`config.mk`:
```
export PLATFORM = sky130hd
export DESIGN_NAME = bgr_to_nv12_converter_flat
export DESIGN_NICKNAME = d
export VERILOG_FILES = /design/src/rtl/core/bn12_pkg.sv /design/src/rtl/core/bn12_req_if.sv /design/src/rtl/core/bn12_rsp_if.sv /design/src/rtl/core/bn12_csc.sv /design/src/rtl/core/bn12_addr.sv /design/src/rtl/core/bgr_to_nv12_converter.sv /design/src/flat_wrapper.sv
export SDC_FILE = /design/constraint.sdc
export NUM_CORES = 2
export LEC_CHECK = 0
export ABC_AREA = 1
export BUFFER_PORTS_ARGS = -buffer_cell sky130_fd_sc_hd__buf_2
export CAP_MARGIN = 10
export CORE_MARGIN = 4
export CORE_UTILIZATION = 30
export DETAILED_ROUTE_END_ITERATION = 16
export GPL_TIMING_DRIVEN = 0
export PLACE_DENSITY = 0.42
export SLEW_MARGIN = 20
export SYNTH_ARGS = -nofsm -noshare
export SYNTH_HDL_FRONTEND = slang
export SYNTH_HIERARCHICAL = 1
export SYNTH_SLANG_ARGS = --single-unit
```
`constraint.sdc`:
```
create_clock -name clock -period 6.8 [get_ports clock]
set_input_delay 0.68 -clock clock [delete_from_list [all_inputs] [get_ports clock]]
set_output_delay 0.68 -clock clock [all_outputs]
set_load 0.01 [all_outputs]
```
`src/rtl/core/bn12_pkg.sv`:
```
// Shared types, constants and helpers for the BGR to NV12 converter.
package bn12_pkg;

   // Field widths
   localparam int CFG_W      = 13;
   localparam int CSR_IDX_W  = 2;
   localparam int PIX_W      = 8;
   localparam int LADDR_W    = 24;
   localparam int CADDR_W    = 25;
   localparam int Q_SUM_W    = 26;

   // Configuration register indexes
   typedef enum logic [CSR_IDX_W-1:0] {
      CSR_FRAME_WIDTH  = 2'd0,
      CSR_FRAME_HEIGHT = 2'd1
   } csr_index_type;

   localparam logic [CFG_W-1:0] FRAME_WIDTH_RESET  = 13'd640;
   localparam logic [CFG_W-1:0] FRAME_HEIGHT_RESET = 13'd480;

   // Q16 color matrix (analog YUV)
   localparam logic signed [Q_SUM_W-1:0] C_YR = 26'sd19595;
   localparam logic signed [Q_SUM_W-1:0] C_YG = 26'sd38470;
   localparam logic signed [Q_SUM_W-1:0] C_YB = 26'sd7471;
   localparam logic signed [Q_SUM_W-1:0] C_UR = -26'sd9634;
   localparam logic signed [Q_SUM_W-1:0] C_UG = -26'sd18940;
   localparam logic signed [Q_SUM_W-1:0] C_UB = 26'sd28574;
   localparam logic signed [Q_SUM_W-1:0] C_VR = 26'sd40305;
   localparam logic signed [Q_SUM_W-1:0] C_VG = -26'sd33751;
   localparam logic signed [Q_SUM_W-1:0] C_VB = -26'sd6554;
   localparam logic signed [Q_SUM_W-1:0] C_OFS = 26'sd8388608;   // 128 in Q16

   // Raster position of one pixel, as seen by the output stage
   typedef struct packed {
      logic [LADDR_W-1:0] pixel_index;
      logic [LADDR_W-1:0] chroma_offset;   // (row/2)*(W/2) + col/2
      logic               frame_end;
   } pos_type;

   // Negative gives 0, else truncate Q16 and saturate to 255
   function automatic logic [PIX_W-1:0] clamp_q16(input logic signed [Q_SUM_W-1:0] s);
      logic [PIX_W-1:0] res;
      if (s[Q_SUM_W-1]) begin
         res = '0;
      end else if (|s[Q_SUM_W-2:16+PIX_W]) begin
         res = '1;
      end else begin
         res = s[16+PIX_W-1:16];
      end
      return res;
   endfunction

endpackage

```
`src/rtl/core/bn12_req_if.sv`:
```
// Pixel request channel: one packed BGR pixel per transaction.
interface bn12_req_if
   import bn12_pkg::*;
();
   logic             valid;
   logic             ready;
   logic [PIX_W-1:0] blue;
   logic [PIX_W-1:0] green;
   logic [PIX_W-1:0] red;

   modport source (output valid, blue, green, red, input ready);
   modport sink   (input valid, blue, green, red, output ready);
endinterface

```
`src/rtl/core/bn12_rsp_if.sv`:
```
// Result channel: luma and chroma bytes with their NV12 byte addresses.
interface bn12_rsp_if
   import bn12_pkg::*;
();
   logic               valid;
   logic               ready;
   logic [PIX_W-1:0]   luma;
   logic [LADDR_W-1:0] luma_addr;
   logic [PIX_W-1:0]   chroma_u;
   logic [PIX_W-1:0]   chroma_v;
   logic [CADDR_W-1:0] chroma_addr;
   logic               frame_end;

   modport source (output valid, luma, luma_addr, chroma_u, chroma_v, chroma_addr,
                   frame_end, input ready);
   modport sink   (input valid, luma, luma_addr, chroma_u, chroma_v, chroma_addr,
                   frame_end, output ready);
endinterface

```
`src/rtl/core/bn12_csc.sv`:
```
// Color space conversion: BGR bytes to clamped Y, U, V with constant Q16 multiplies.
module bn12_csc
   import bn12_pkg::*;
(
   input  logic [PIX_W-1:0] blue,
   input  logic [PIX_W-1:0] green,
   input  logic [PIX_W-1:0] red,
   output logic [PIX_W-1:0] luma,
   output logic [PIX_W-1:0] chroma_u,
   output logic [PIX_W-1:0] chroma_v
);

   logic signed [Q_SUM_W-1:0] b_s, g_s, r_s;
   logic signed [Q_SUM_W-1:0] y_sum, u_sum, v_sum;

   // zero-extend the components into the signed sum width
   assign b_s = $signed({{(Q_SUM_W-PIX_W){1'b0}}, blue});
   assign g_s = $signed({{(Q_SUM_W-PIX_W){1'b0}}, green});
   assign r_s = $signed({{(Q_SUM_W-PIX_W){1'b0}}, red});

   // matrix rows; every product is by a constant
   assign y_sum = C_YR * r_s + C_YG * g_s + C_YB * b_s;
   assign u_sum = C_OFS + C_UR * r_s + C_UG * g_s + C_UB * b_s;
   assign v_sum = C_OFS + C_VR * r_s + C_VG * g_s + C_VB * b_s;

   assign luma     = clamp_q16(y_sum);
   assign chroma_u = clamp_q16(u_sum);
   assign chroma_v = clamp_q16(v_sum);

endmodule

```
`src/rtl/core/bn12_addr.sv`:
```
// Raster position tracker: column, row, luma index and chroma row base.
module bn12_addr
   import bn12_pkg::*;
#(
   parameter int CNT_W = 12
) (
   input  logic             clock,
   input  logic             reset,
   input  logic             clear,        // configuration write restarts the frame
   input  logic             advance,      // pixel transaction accepted
   input  logic [CFG_W-1:0] frame_width,  // effective width, 1..MAX_DIM
   input  logic [CFG_W-1:0] frame_height, // effective height, 1..MAX_DIM
   output pos_type          pos
);

   localparam int CMP_W = CFG_W + 1;

   logic [CNT_W-1:0]   column_ff, column_in;
   logic [CNT_W-1:0]   row_ff, row_in;
   logic [LADDR_W-1:0] pixel_index_ff, pixel_index_in;
   logic [LADDR_W-1:0] chroma_base_ff, chroma_base_in;
   logic               last_col, last_row;

   assign last_col = (CMP_W'(column_ff) + CMP_W'(1)) >= CMP_W'(frame_width);
   assign last_row = (CMP_W'(row_ff) + CMP_W'(1)) >= CMP_W'(frame_height);

   // position of the pixel now at the input
   assign pos.pixel_index   = pixel_index_ff;
   assign pos.chroma_offset = chroma_base_ff + LADDR_W'(column_ff >> 1);
   assign pos.frame_end     = last_col && last_row;

   // next position
   always_comb begin
      column_in      = column_ff;
      row_in         = row_ff;
      pixel_index_in = pixel_index_ff;
      chroma_base_in = chroma_base_ff;
      if (clear || (advance && last_col && last_row)) begin
         column_in      = '0;
         row_in         = '0;
         pixel_index_in = '0;
         chroma_base_in = '0;
      end else if (advance) begin
         pixel_index_in = pixel_index_ff + LADDR_W'(1);
         if (last_col) begin
            column_in = '0;
            row_in    = row_ff + CNT_W'(1);
            // moving onto an even row starts a new chroma row
            if (row_ff[0]) begin
               chroma_base_in = chroma_base_ff + LADDR_W'(frame_width >> 1);
            end
         end else begin
            column_in = column_ff + CNT_W'(1);
         end
      end
   end

   always_ff @(posedge clock) begin
      if (reset) begin
         column_ff      <= '0;
         row_ff         <= '0;
         pixel_index_ff <= '0;
         chroma_base_ff <= '0;
      end else begin
         column_ff      <= column_in;
         row_ff         <= row_in;
         pixel_index_ff <= pixel_index_in;
         chroma_base_ff <= chroma_base_in;
      end
   end

   // column and row stay inside the frame
   a_column_in_frame: assert property (@(posedge clock) disable iff (reset)
      CMP_W'(column_ff) < CMP_W'(frame_width))
      else $error("column count outside frame width");

   a_row_in_frame: assert property (@(posedge clock) disable iff (reset)
      CMP_W'(row_ff) < CMP_W'(frame_height))
      else $error("row count outside frame height");

   // the last pixel of a frame wraps the position back to the origin
   a_frame_wrap: assert property (@(posedge clock) disable iff (reset)
      advance && pos.frame_end |=> column_ff == '0 && row_ff == '0 &&
                                   pixel_index_ff == '0 && chroma_base_ff == '0)
      else $error("position not cleared after frame end");

endmodule

```
`src/rtl/core/bgr_to_nv12_converter.sv`:
```
// Top level of the BGR to NV12 converter: config registers and two-stage pipeline.
//
// Usage:
//   req_chan carries one packed pixel (blue, green, red) per transaction, in raster
//   order over a frame of frame_width x frame_height pixels. rsp_chan returns one
//   result per pixel: the luma byte with its NV12 byte address, and U/V with the
//   address of the interleaved chroma pair of the pixel's 2x2 block (every pixel
//   writes its chroma, so the last pixel of a block wins). frame_end marks the
//   last pixel of the frame.
//   csr_wr_en/csr_index/csr_wdata write frame_width (0) and frame_height (1); a
//   write restarts the frame at the origin. Zero acts as 1, above MAX_DIM as MAX_DIM.
//   Write them only while no transaction is in flight.
// Timing:
//   The input stage holds the accepted pixel and its position, the output register
//   holds the converted result and drives rsp_chan.valid; a pixel passes through
//   both registers in that order. Throughput is one pixel per cycle while
//   rsp_chan.ready stays high; conversion is constant multiplies and the frame
//   size is one 13x13 multiply, all ahead of the output register.
// Reset: sets width 640, height 480, clears the position and empties both stages.
// Stall: while rsp_chan.ready is low the result holds; the input stage still takes
//   one more pixel, then req_chan.ready drops until the output drains.
module bgr_to_nv12_converter
   import bn12_pkg::*;
#(
   parameter int MAX_DIM = 4096
) (
   input  logic                 clock,
   input  logic                 reset,
   bn12_req_if.sink             req_chan,
   bn12_rsp_if.source           rsp_chan,
   input  logic                 csr_wr_en,
   input  logic [CSR_IDX_W-1:0] csr_index,
   input  logic [CFG_W-1:0]     csr_wdata
);

   localparam int CNT_W  = $clog2(MAX_DIM);
   localparam int PROD_W = 2 * CFG_W;

   logic [CFG_W-1:0] width_ff, width_in;
   logic [CFG_W-1:0] height_ff, height_in;
   logic [CFG_W-1:0] width_eff, height_eff;
   logic             cfg_clear;

   logic             out_free, s1_adv, accept;
   pos_type          pos;

   logic             s1_valid_ff, s1_valid_in;
   logic [PIX_W-1:0] s1_blue_ff, s1_green_ff, s1_red_ff;
   pos_type          s1_pos_ff;

   logic [PIX_W-1:0]  luma_in, chroma_u_in, chroma_v_in;
   logic [PROD_W-1:0] frame_size;
   logic [CADDR_W-1:0] chroma_addr_in;

   logic               rsp_valid_ff, rsp_valid_in;
   logic [PIX_W-1:0]   luma_ff, chroma_u_ff, chroma_v_ff;
   logic [LADDR_W-1:0] luma_addr_ff;
   logic [CADDR_W-1:0] chroma_addr_ff;
   logic               frame_end_ff;

   // Register write decode
   always_comb begin
      width_in  = width_ff;
      height_in = height_ff;
      cfg_clear = 1'b0;
      if (csr_wr_en) begin
         unique case (csr_index_type'(csr_index))
            CSR_FRAME_WIDTH: begin
               width_in  = csr_wdata;
               cfg_clear = 1'b1;
            end
            CSR_FRAME_HEIGHT: begin
               height_in = csr_wdata;
               cfg_clear = 1'b1;
            end
            default: begin
               cfg_clear = 1'b0;
            end
         endcase
      end
   end

   always_ff @(posedge clock) begin
      if (reset) begin
         width_ff  <= FRAME_WIDTH_RESET;
         height_ff <= FRAME_HEIGHT_RESET;
      end else begin
         width_ff  <= width_in;
         height_ff <= height_in;
      end
   end

   // Effective dimensions: zero acts as one, oversize clamps to MAX_DIM
   assign width_eff  = (width_ff == '0) ? CFG_W'(1) :
                       ({1'b0, width_ff} > (CFG_W+1)'(MAX_DIM)) ? CFG_W'(MAX_DIM) : width_ff;
   assign height_eff = (height_ff == '0) ? CFG_W'(1) :
                       ({1'b0, height_ff} > (CFG_W+1)'(MAX_DIM)) ? CFG_W'(MAX_DIM) : height_ff;

   // Handshake: both stages move when the stage ahead has room
   assign out_free       = !rsp_valid_ff || rsp_chan.ready;
   assign s1_adv         = s1_valid_ff && out_free;
   assign req_chan.ready = !s1_valid_ff || out_free;
   assign accept         = req_chan.valid && req_chan.ready;

   bn12_addr #(
      .CNT_W (CNT_W)
   ) u_addr (
      .clock        (clock),
      .reset        (reset),
      .clear        (cfg_clear),
      .advance      (accept),
      .frame_width  (width_eff),
      .frame_height (height_eff),
      .pos          (pos)
   );

   // Input stage
   assign s1_valid_in = accept ? 1'b1 : (s1_adv ? 1'b0 : s1_valid_ff);

   always_ff @(posedge clock) begin
      if (reset) begin
         s1_valid_ff <= 1'b0;
      end else begin
         s1_valid_ff <= s1_valid_in;
      end
      if (accept) begin
         s1_blue_ff  <= req_chan.blue;
         s1_green_ff <= req_chan.green;
         s1_red_ff   <= req_chan.red;
         s1_pos_ff   <= pos;
      end
   end

   // Conversion and chroma address for the output stage
   bn12_csc u_csc (
      .blue     (s1_blue_ff),
      .green    (s1_green_ff),
      .red      (s1_red_ff),
      .luma     (luma_in),
      .chroma_u (chroma_u_in),
      .chroma_v (chroma_v_in)
   );

   assign frame_size     = PROD_W'(width_eff) * PROD_W'(height_eff);
   assign chroma_addr_in = CADDR_W'(frame_size) + {s1_pos_ff.chroma_offset, 1'b0};

   // Output register
   assign rsp_valid_in = s1_adv ? 1'b1 : (rsp_chan.ready ? 1'b0 : rsp_valid_ff);

   always_ff @(posedge clock) begin
      if (reset) begin
         rsp_valid_ff <= 1'b0;
      end else begin
         rsp_valid_ff <= rsp_valid_in;
      end
      if (s1_adv) begin
         luma_ff        <= luma_in;
         luma_addr_ff   <= s1_pos_ff.pixel_index;
         chroma_u_ff    <= chroma_u_in;
         chroma_v_ff    <= chroma_v_in;
         chroma_addr_ff <= chroma_addr_in;
         frame_end_ff   <= s1_pos_ff.frame_end;
      end
   end

   assign rsp_chan.valid       = rsp_valid_ff;
   assign rsp_chan.luma        = luma_ff;
   assign rsp_chan.luma_addr   = luma_addr_ff;
   assign rsp_chan.chroma_u    = chroma_u_ff;
   assign rsp_chan.chroma_v    = chroma_v_ff;
   assign rsp_chan.chroma_addr = chroma_addr_ff;
   assign rsp_chan.frame_end   = frame_end_ff;

   // an accepted pixel always lands in the input stage
   a_accept_fills_s1: assert property (@(posedge clock) disable iff (reset)
      accept |=> s1_valid_ff)
      else $error("accepted transaction lost at input stage");

   // a blocked input stage keeps its pixel and position
   a_s1_holds: assert property (@(posedge clock) disable iff (reset)
      s1_valid_ff && !out_free |=> s1_valid_ff && $stable(s1_pos_ff) &&
                                   $stable(s1_blue_ff))
      else $error("input stage changed while blocked");

   // a pixel leaving the input stage shows up as a result
   a_s1_to_rsp: assert property (@(posedge clock) disable iff (reset)
      s1_adv |=> rsp_valid_ff)
      else $error("result missing after input stage advance");

endmodule
```
`src/flat_wrapper.sv`:
```
// flat-port wrapper written by rule: the top's interface ports become plain ports
module bgr_to_nv12_converter_flat import bn12_pkg::*;
#(
   parameter int MAX_DIM = 4096
)
  (clock, reset, csr_wr_en, csr_index, csr_wdata, req_chan_valid, req_chan_blue, req_chan_green, req_chan_red, req_chan_ready, rsp_chan_valid, rsp_chan_luma, rsp_chan_luma_addr, rsp_chan_chroma_u, rsp_chan_chroma_v, rsp_chan_chroma_addr, rsp_chan_frame_end, rsp_chan_ready);
  bn12_req_if req_chan_i ();
  bn12_rsp_if rsp_chan_i ();
  input  logic clock;
  input  logic reset;
  input  logic csr_wr_en;
  input  logic [CSR_IDX_W-1:0] csr_index;
  input  logic [CFG_W-1:0] csr_wdata;
  input wire logic [$bits(req_chan_i.valid)-1:0] req_chan_valid;
  input wire logic [$bits(req_chan_i.blue)-1:0] req_chan_blue;
  input wire logic [$bits(req_chan_i.green)-1:0] req_chan_green;
  input wire logic [$bits(req_chan_i.red)-1:0] req_chan_red;
  output wire logic [$bits(req_chan_i.ready)-1:0] req_chan_ready;
  output wire logic [$bits(rsp_chan_i.valid)-1:0] rsp_chan_valid;
  output wire logic [$bits(rsp_chan_i.luma)-1:0] rsp_chan_luma;
  output wire logic [$bits(rsp_chan_i.luma_addr)-1:0] rsp_chan_luma_addr;
  output wire logic [$bits(rsp_chan_i.chroma_u)-1:0] rsp_chan_chroma_u;
  output wire logic [$bits(rsp_chan_i.chroma_v)-1:0] rsp_chan_chroma_v;
  output wire logic [$bits(rsp_chan_i.chroma_addr)-1:0] rsp_chan_chroma_addr;
  output wire logic [$bits(rsp_chan_i.frame_end)-1:0] rsp_chan_frame_end;
  input wire logic [$bits(rsp_chan_i.ready)-1:0] rsp_chan_ready;
  assign req_chan_i.valid = req_chan_valid;
  assign req_chan_i.blue = req_chan_blue;
  assign req_chan_i.green = req_chan_green;
  assign req_chan_i.red = req_chan_red;
  assign req_chan_ready = req_chan_i.ready;
  assign rsp_chan_valid = rsp_chan_i.valid;
  assign rsp_chan_luma = rsp_chan_i.luma;
  assign rsp_chan_luma_addr = rsp_chan_i.luma_addr;
  assign rsp_chan_chroma_u = rsp_chan_i.chroma_u;
  assign rsp_chan_chroma_v = rsp_chan_i.chroma_v;
  assign rsp_chan_chroma_addr = rsp_chan_i.chroma_addr;
  assign rsp_chan_frame_end = rsp_chan_i.frame_end;
  assign rsp_chan_i.ready = rsp_chan_ready;
  bgr_to_nv12_converter #(.MAX_DIM(MAX_DIM)) u_core (.clock(clock), .reset(reset), .req_chan(req_chan_i), .rsp_chan(rsp_chan_i), .csr_wr_en(csr_wr_en), .csr_index(csr_index), .csr_wdata(csr_wdata));
endmodule
```
==> metrics <==
H-tree depth 2; syn nets 6,015; share of layout cells above drive strength 1 16.3%; CP Data Required Time 7140 ps; gr ovfl total 0; Post-Layout Cell Count 7,011; FP Rows about 130; CTS tree built; CTS buffer count 36; Overall Global Routing Usage between 10% and 20%; Area Overhead vs Synth 20.3%; Slowest cell on crit path fa_2; share of the clock period used by the worst path 107%; Setup CP Type reg -> reg; CP Data Arrival Time about 7600 ps; hpwl dp around 110 mm; DIE WIDTH between 300 and 400 microns; nets@finish about 6,400; Mapped Area roughly 0.040 sq mm; antenna diode count 0; Vias ~32,000; initial antenna violation count 0; I/O Pins 120; First-pass DRT Iterations 5; measured slew at the worst slew-check pin 741 ps; Post-route DRC 0; outcome finished, violations left; Layout Skew about 50 ps; worst-path fanout max 8; RSZ-0062 raised after global routing true; relative slew slack 50.6%; Hold Vio Cnt, Final 0; # setup viols final 8; FMAX roughly 0.14 GHz; Root Buffer clkbuf_16; Worst-path clk slew 60 ps; Port Buffers 119; Initial Util 30.3%; largest net degree at the start of global routing 41; syn_area_per_cell 8.16 sq um; clk sinks 247; failing checks negative setup slack; sequential fraction of the synthesis area 16.1%; critical path's largest stage delay ~600 ps; startpoint types flip-flop; number of routed nets with antenna violations 0; Routed WL per cell around 18 microns; Hold/Removal Path Class in -> reg; Longest Clk Path Bufs 3; first-pass GRT wire length around 200 mm; number of global-route vias before repair approximately 34,000; register bit total from synthesis 247; min Tclk post-route just over 7000 ps; die area 0.139 sq mm; Std-Cell Core Area ~0.13 sq mm; Crit. End Element flip-flop; # placed instances about 6,800; Gate Count Post-Synth just under 5,000; Die Height around 370 microns; 1st-iter DRT viols 1,292; Distinct cells, synth 60; worst skew pair latency roughly 630 ps; DRT Wirelength 129 mm; max-slew violations 0; Hold Crit Depth 1; final worst slack -468 ps; routability congestion estimate between 0.8 and 0.9; vias per cell 4.53; Synth Warn # 6; Max-Cap Viols 0; R2R depth 31; most used cell, CP fa_1
[per-stage QoR]
stage	setup TNS, ps	cell area [sq um]	setup WS (ps)	hold slack (ps)	utilization [%]
after floorplan	0	40000	12.4	400	-
after global placement	-167540	42800	-2090	403	32.5
after detailed placement	-34130	43100	-1820	405	32.7
after CTS	-3850	46100	-492	181	35.0
after global routing	-7350	48000	-731	189	36.4
final	-3610	48000	-468	232	36.4
[final timing paths]
path                                                      from                                     end  slack [ps]
worst max-delay path            u_core/s1_blue_ff[1]$_DFFE_PP_   u_core/rsp_chan.chroma_v[4]$_DFFE_PP_        -470
worst min-delay path                          req_chan_blue[4]          u_core/s1_blue_ff[4]$_DFFE_PP_         230
worst max register to register  u_core/s1_blue_ff[1]$_DFFE_PP_   u_core/rsp_chan.chroma_v[4]$_DFFE_PP_        -470
worst min register to register  u_core/s1_pos_ff[33]$_DFFE_PP_  u_core/rsp_chan.luma_addr[8]$_DFFE_PP_         420
[cells by family after synthesis]
logic type      count (synthesis)  share of synthesized area (%)
compound gates                485                           6.82
xor+xnor                      177                           3.89
fa+ha+maj                    1082                           43.6
buf+inv                      1227                           11.7
flops                         247                           16.1
simple gates                 1671                           17.8
[routing by layer]
layer | vias up | part of all wire (%) | routed length (microns) | global-route usage (%)
met3 | 127 | 2.2 | 2910 | 1.45
met1 | 15400 | 43 | 55900 | 22.9
li1 | 15900 | - | - | -
met4 | 0 | 3.2 | 4130 | 5.15
met5 | - | 0 | 0 | 0
met2 | 377 | 51 | 66200 | 34.3
[Yosys cell counts, drive strengths merged]
| cell | number | area (sq um) |
|---|---|---|
| and2 | 10 | 62.6 |
| nor3 | 52 | 282 |
| a41oi | 1 | 16.3 |
| a21boi | 4 | 30.0 |
| nand3 | 176 | 923 |
| fa | 516 | 10300 |
| edfxtp | 147 | 4410 |
| a21o | 25 | 188 |
| clkbuf | 12 | 47.6 |
| xor2 | 118 | 1030 |
| buf | 22 | 151 |
| o211a | 1 | 10.0 |
| o21bai | 20 | 150 |
| a31oi | 14 | 87.6 |
| nor2 | 349 | 1390 |
| dfxtp | 100 | 2000 |
| o211ai | 9 | 67.6 |
| nor4 | 15 | 115 |
| and3 | 3 | 18.8 |
| clkinv | 10 | 37.5 |
| a2111oi | 1 | 8.76 |
| a211oi | 3 | 22.5 |
| nand2 | 985 | 3790 |
| o2111ai | 1 | 8.76 |
| xnor2 | 59 | 517 |
| o21ai | 104 | 528 |
| nand3b | 17 | 128 |
| inv | 1183 | 4450 |
| or2 | 13 | 81.3 |
| o21a | 4 | 30.0 |
| nand2b | 1 | 6.26 |
| a221oi | 2 | 17.5 |
| nand4 | 50 | 313 |
| o31ai | 10 | 80.1 |
| a22oi | 4 | 30.0 |
| a21oi | 282 | 1450 |
| ha | 566 | 7080 |
[state kept, by name (all words and copies together) (netlist names), 8 cells and up]
register                      count
u_core/u_addr/column_ff          12
u_core/rsp_chan.chroma_v          8
u_core/width_ff                  13
u_core/rsp_chan.chroma_addr      25
u_core/rsp_chan.luma              8
u_core/s1_blue_ff                 8
u_core/u_addr/chroma_base_ff     24
u_core/s1_red_ff                  8
u_core/rsp_chan.luma_addr        24
u_core/u_addr/row_ff             12
u_core/s1_green_ff                8
u_core/height_ff                 13
u_core/rsp_chan.chroma_u          8
u_core/u_addr/pixel_index_ff     24
u_core/s1_pos_ff                 49
[placed cells by master, fill, tap and decap left out, types with 49 or more instances in the layout]
cell / count
xor2_1: 100
edfxtp_1: 147
fa_1: 496
a21oi_1: 225
ha_1: 481
xnor2_1: 49
nor2_1: 287
inv_1: 1127
ha_4: 63
dfxtp_1: 100
nand3_1: 157
buf_2: 130
o21ai_0: 72
nand4_1: 50
nand2_2: 58
nand2_1: 904
nor2_2: 51
buf_4: 151
[worst max-delay path, delay by kind of cell, from the launching register on]
family / cells / cell delay (ps)
AND/OR/NAND/NOR: 12 / 1380
AO/OA/AOI/OAI: 2 / 300
adder cells (fa/ha/maj): 9 / 4320
flip-flops: 1 / 370
buffers and inverters: 8 / 590
[what timing repair did]
| item | in CTS | in global routing |
|---|---|---|
| hold buffers | 0 | 0 |
| pin swaps | 69 | 145 |
| resized for setup | 200 | 309 |
| buffers inserted | 109 | 65 |
| setup endpoints to repair | 32 | 37 |
[area by class of cell]
type,instances,area [sq um]
inverter,1193,4550
timing repair buffer,303,2340
clock inverter,20,253
sequential,247,6420
multi-input combinational,3415,31100
buffer,33,200
tap,1755,2200
clock buffer,45,945
fill,13900,83800
Power is left out: the tool's default activity adds up to more than one toggle a clock period on the data nets, which glitch-free logic cannot reach.
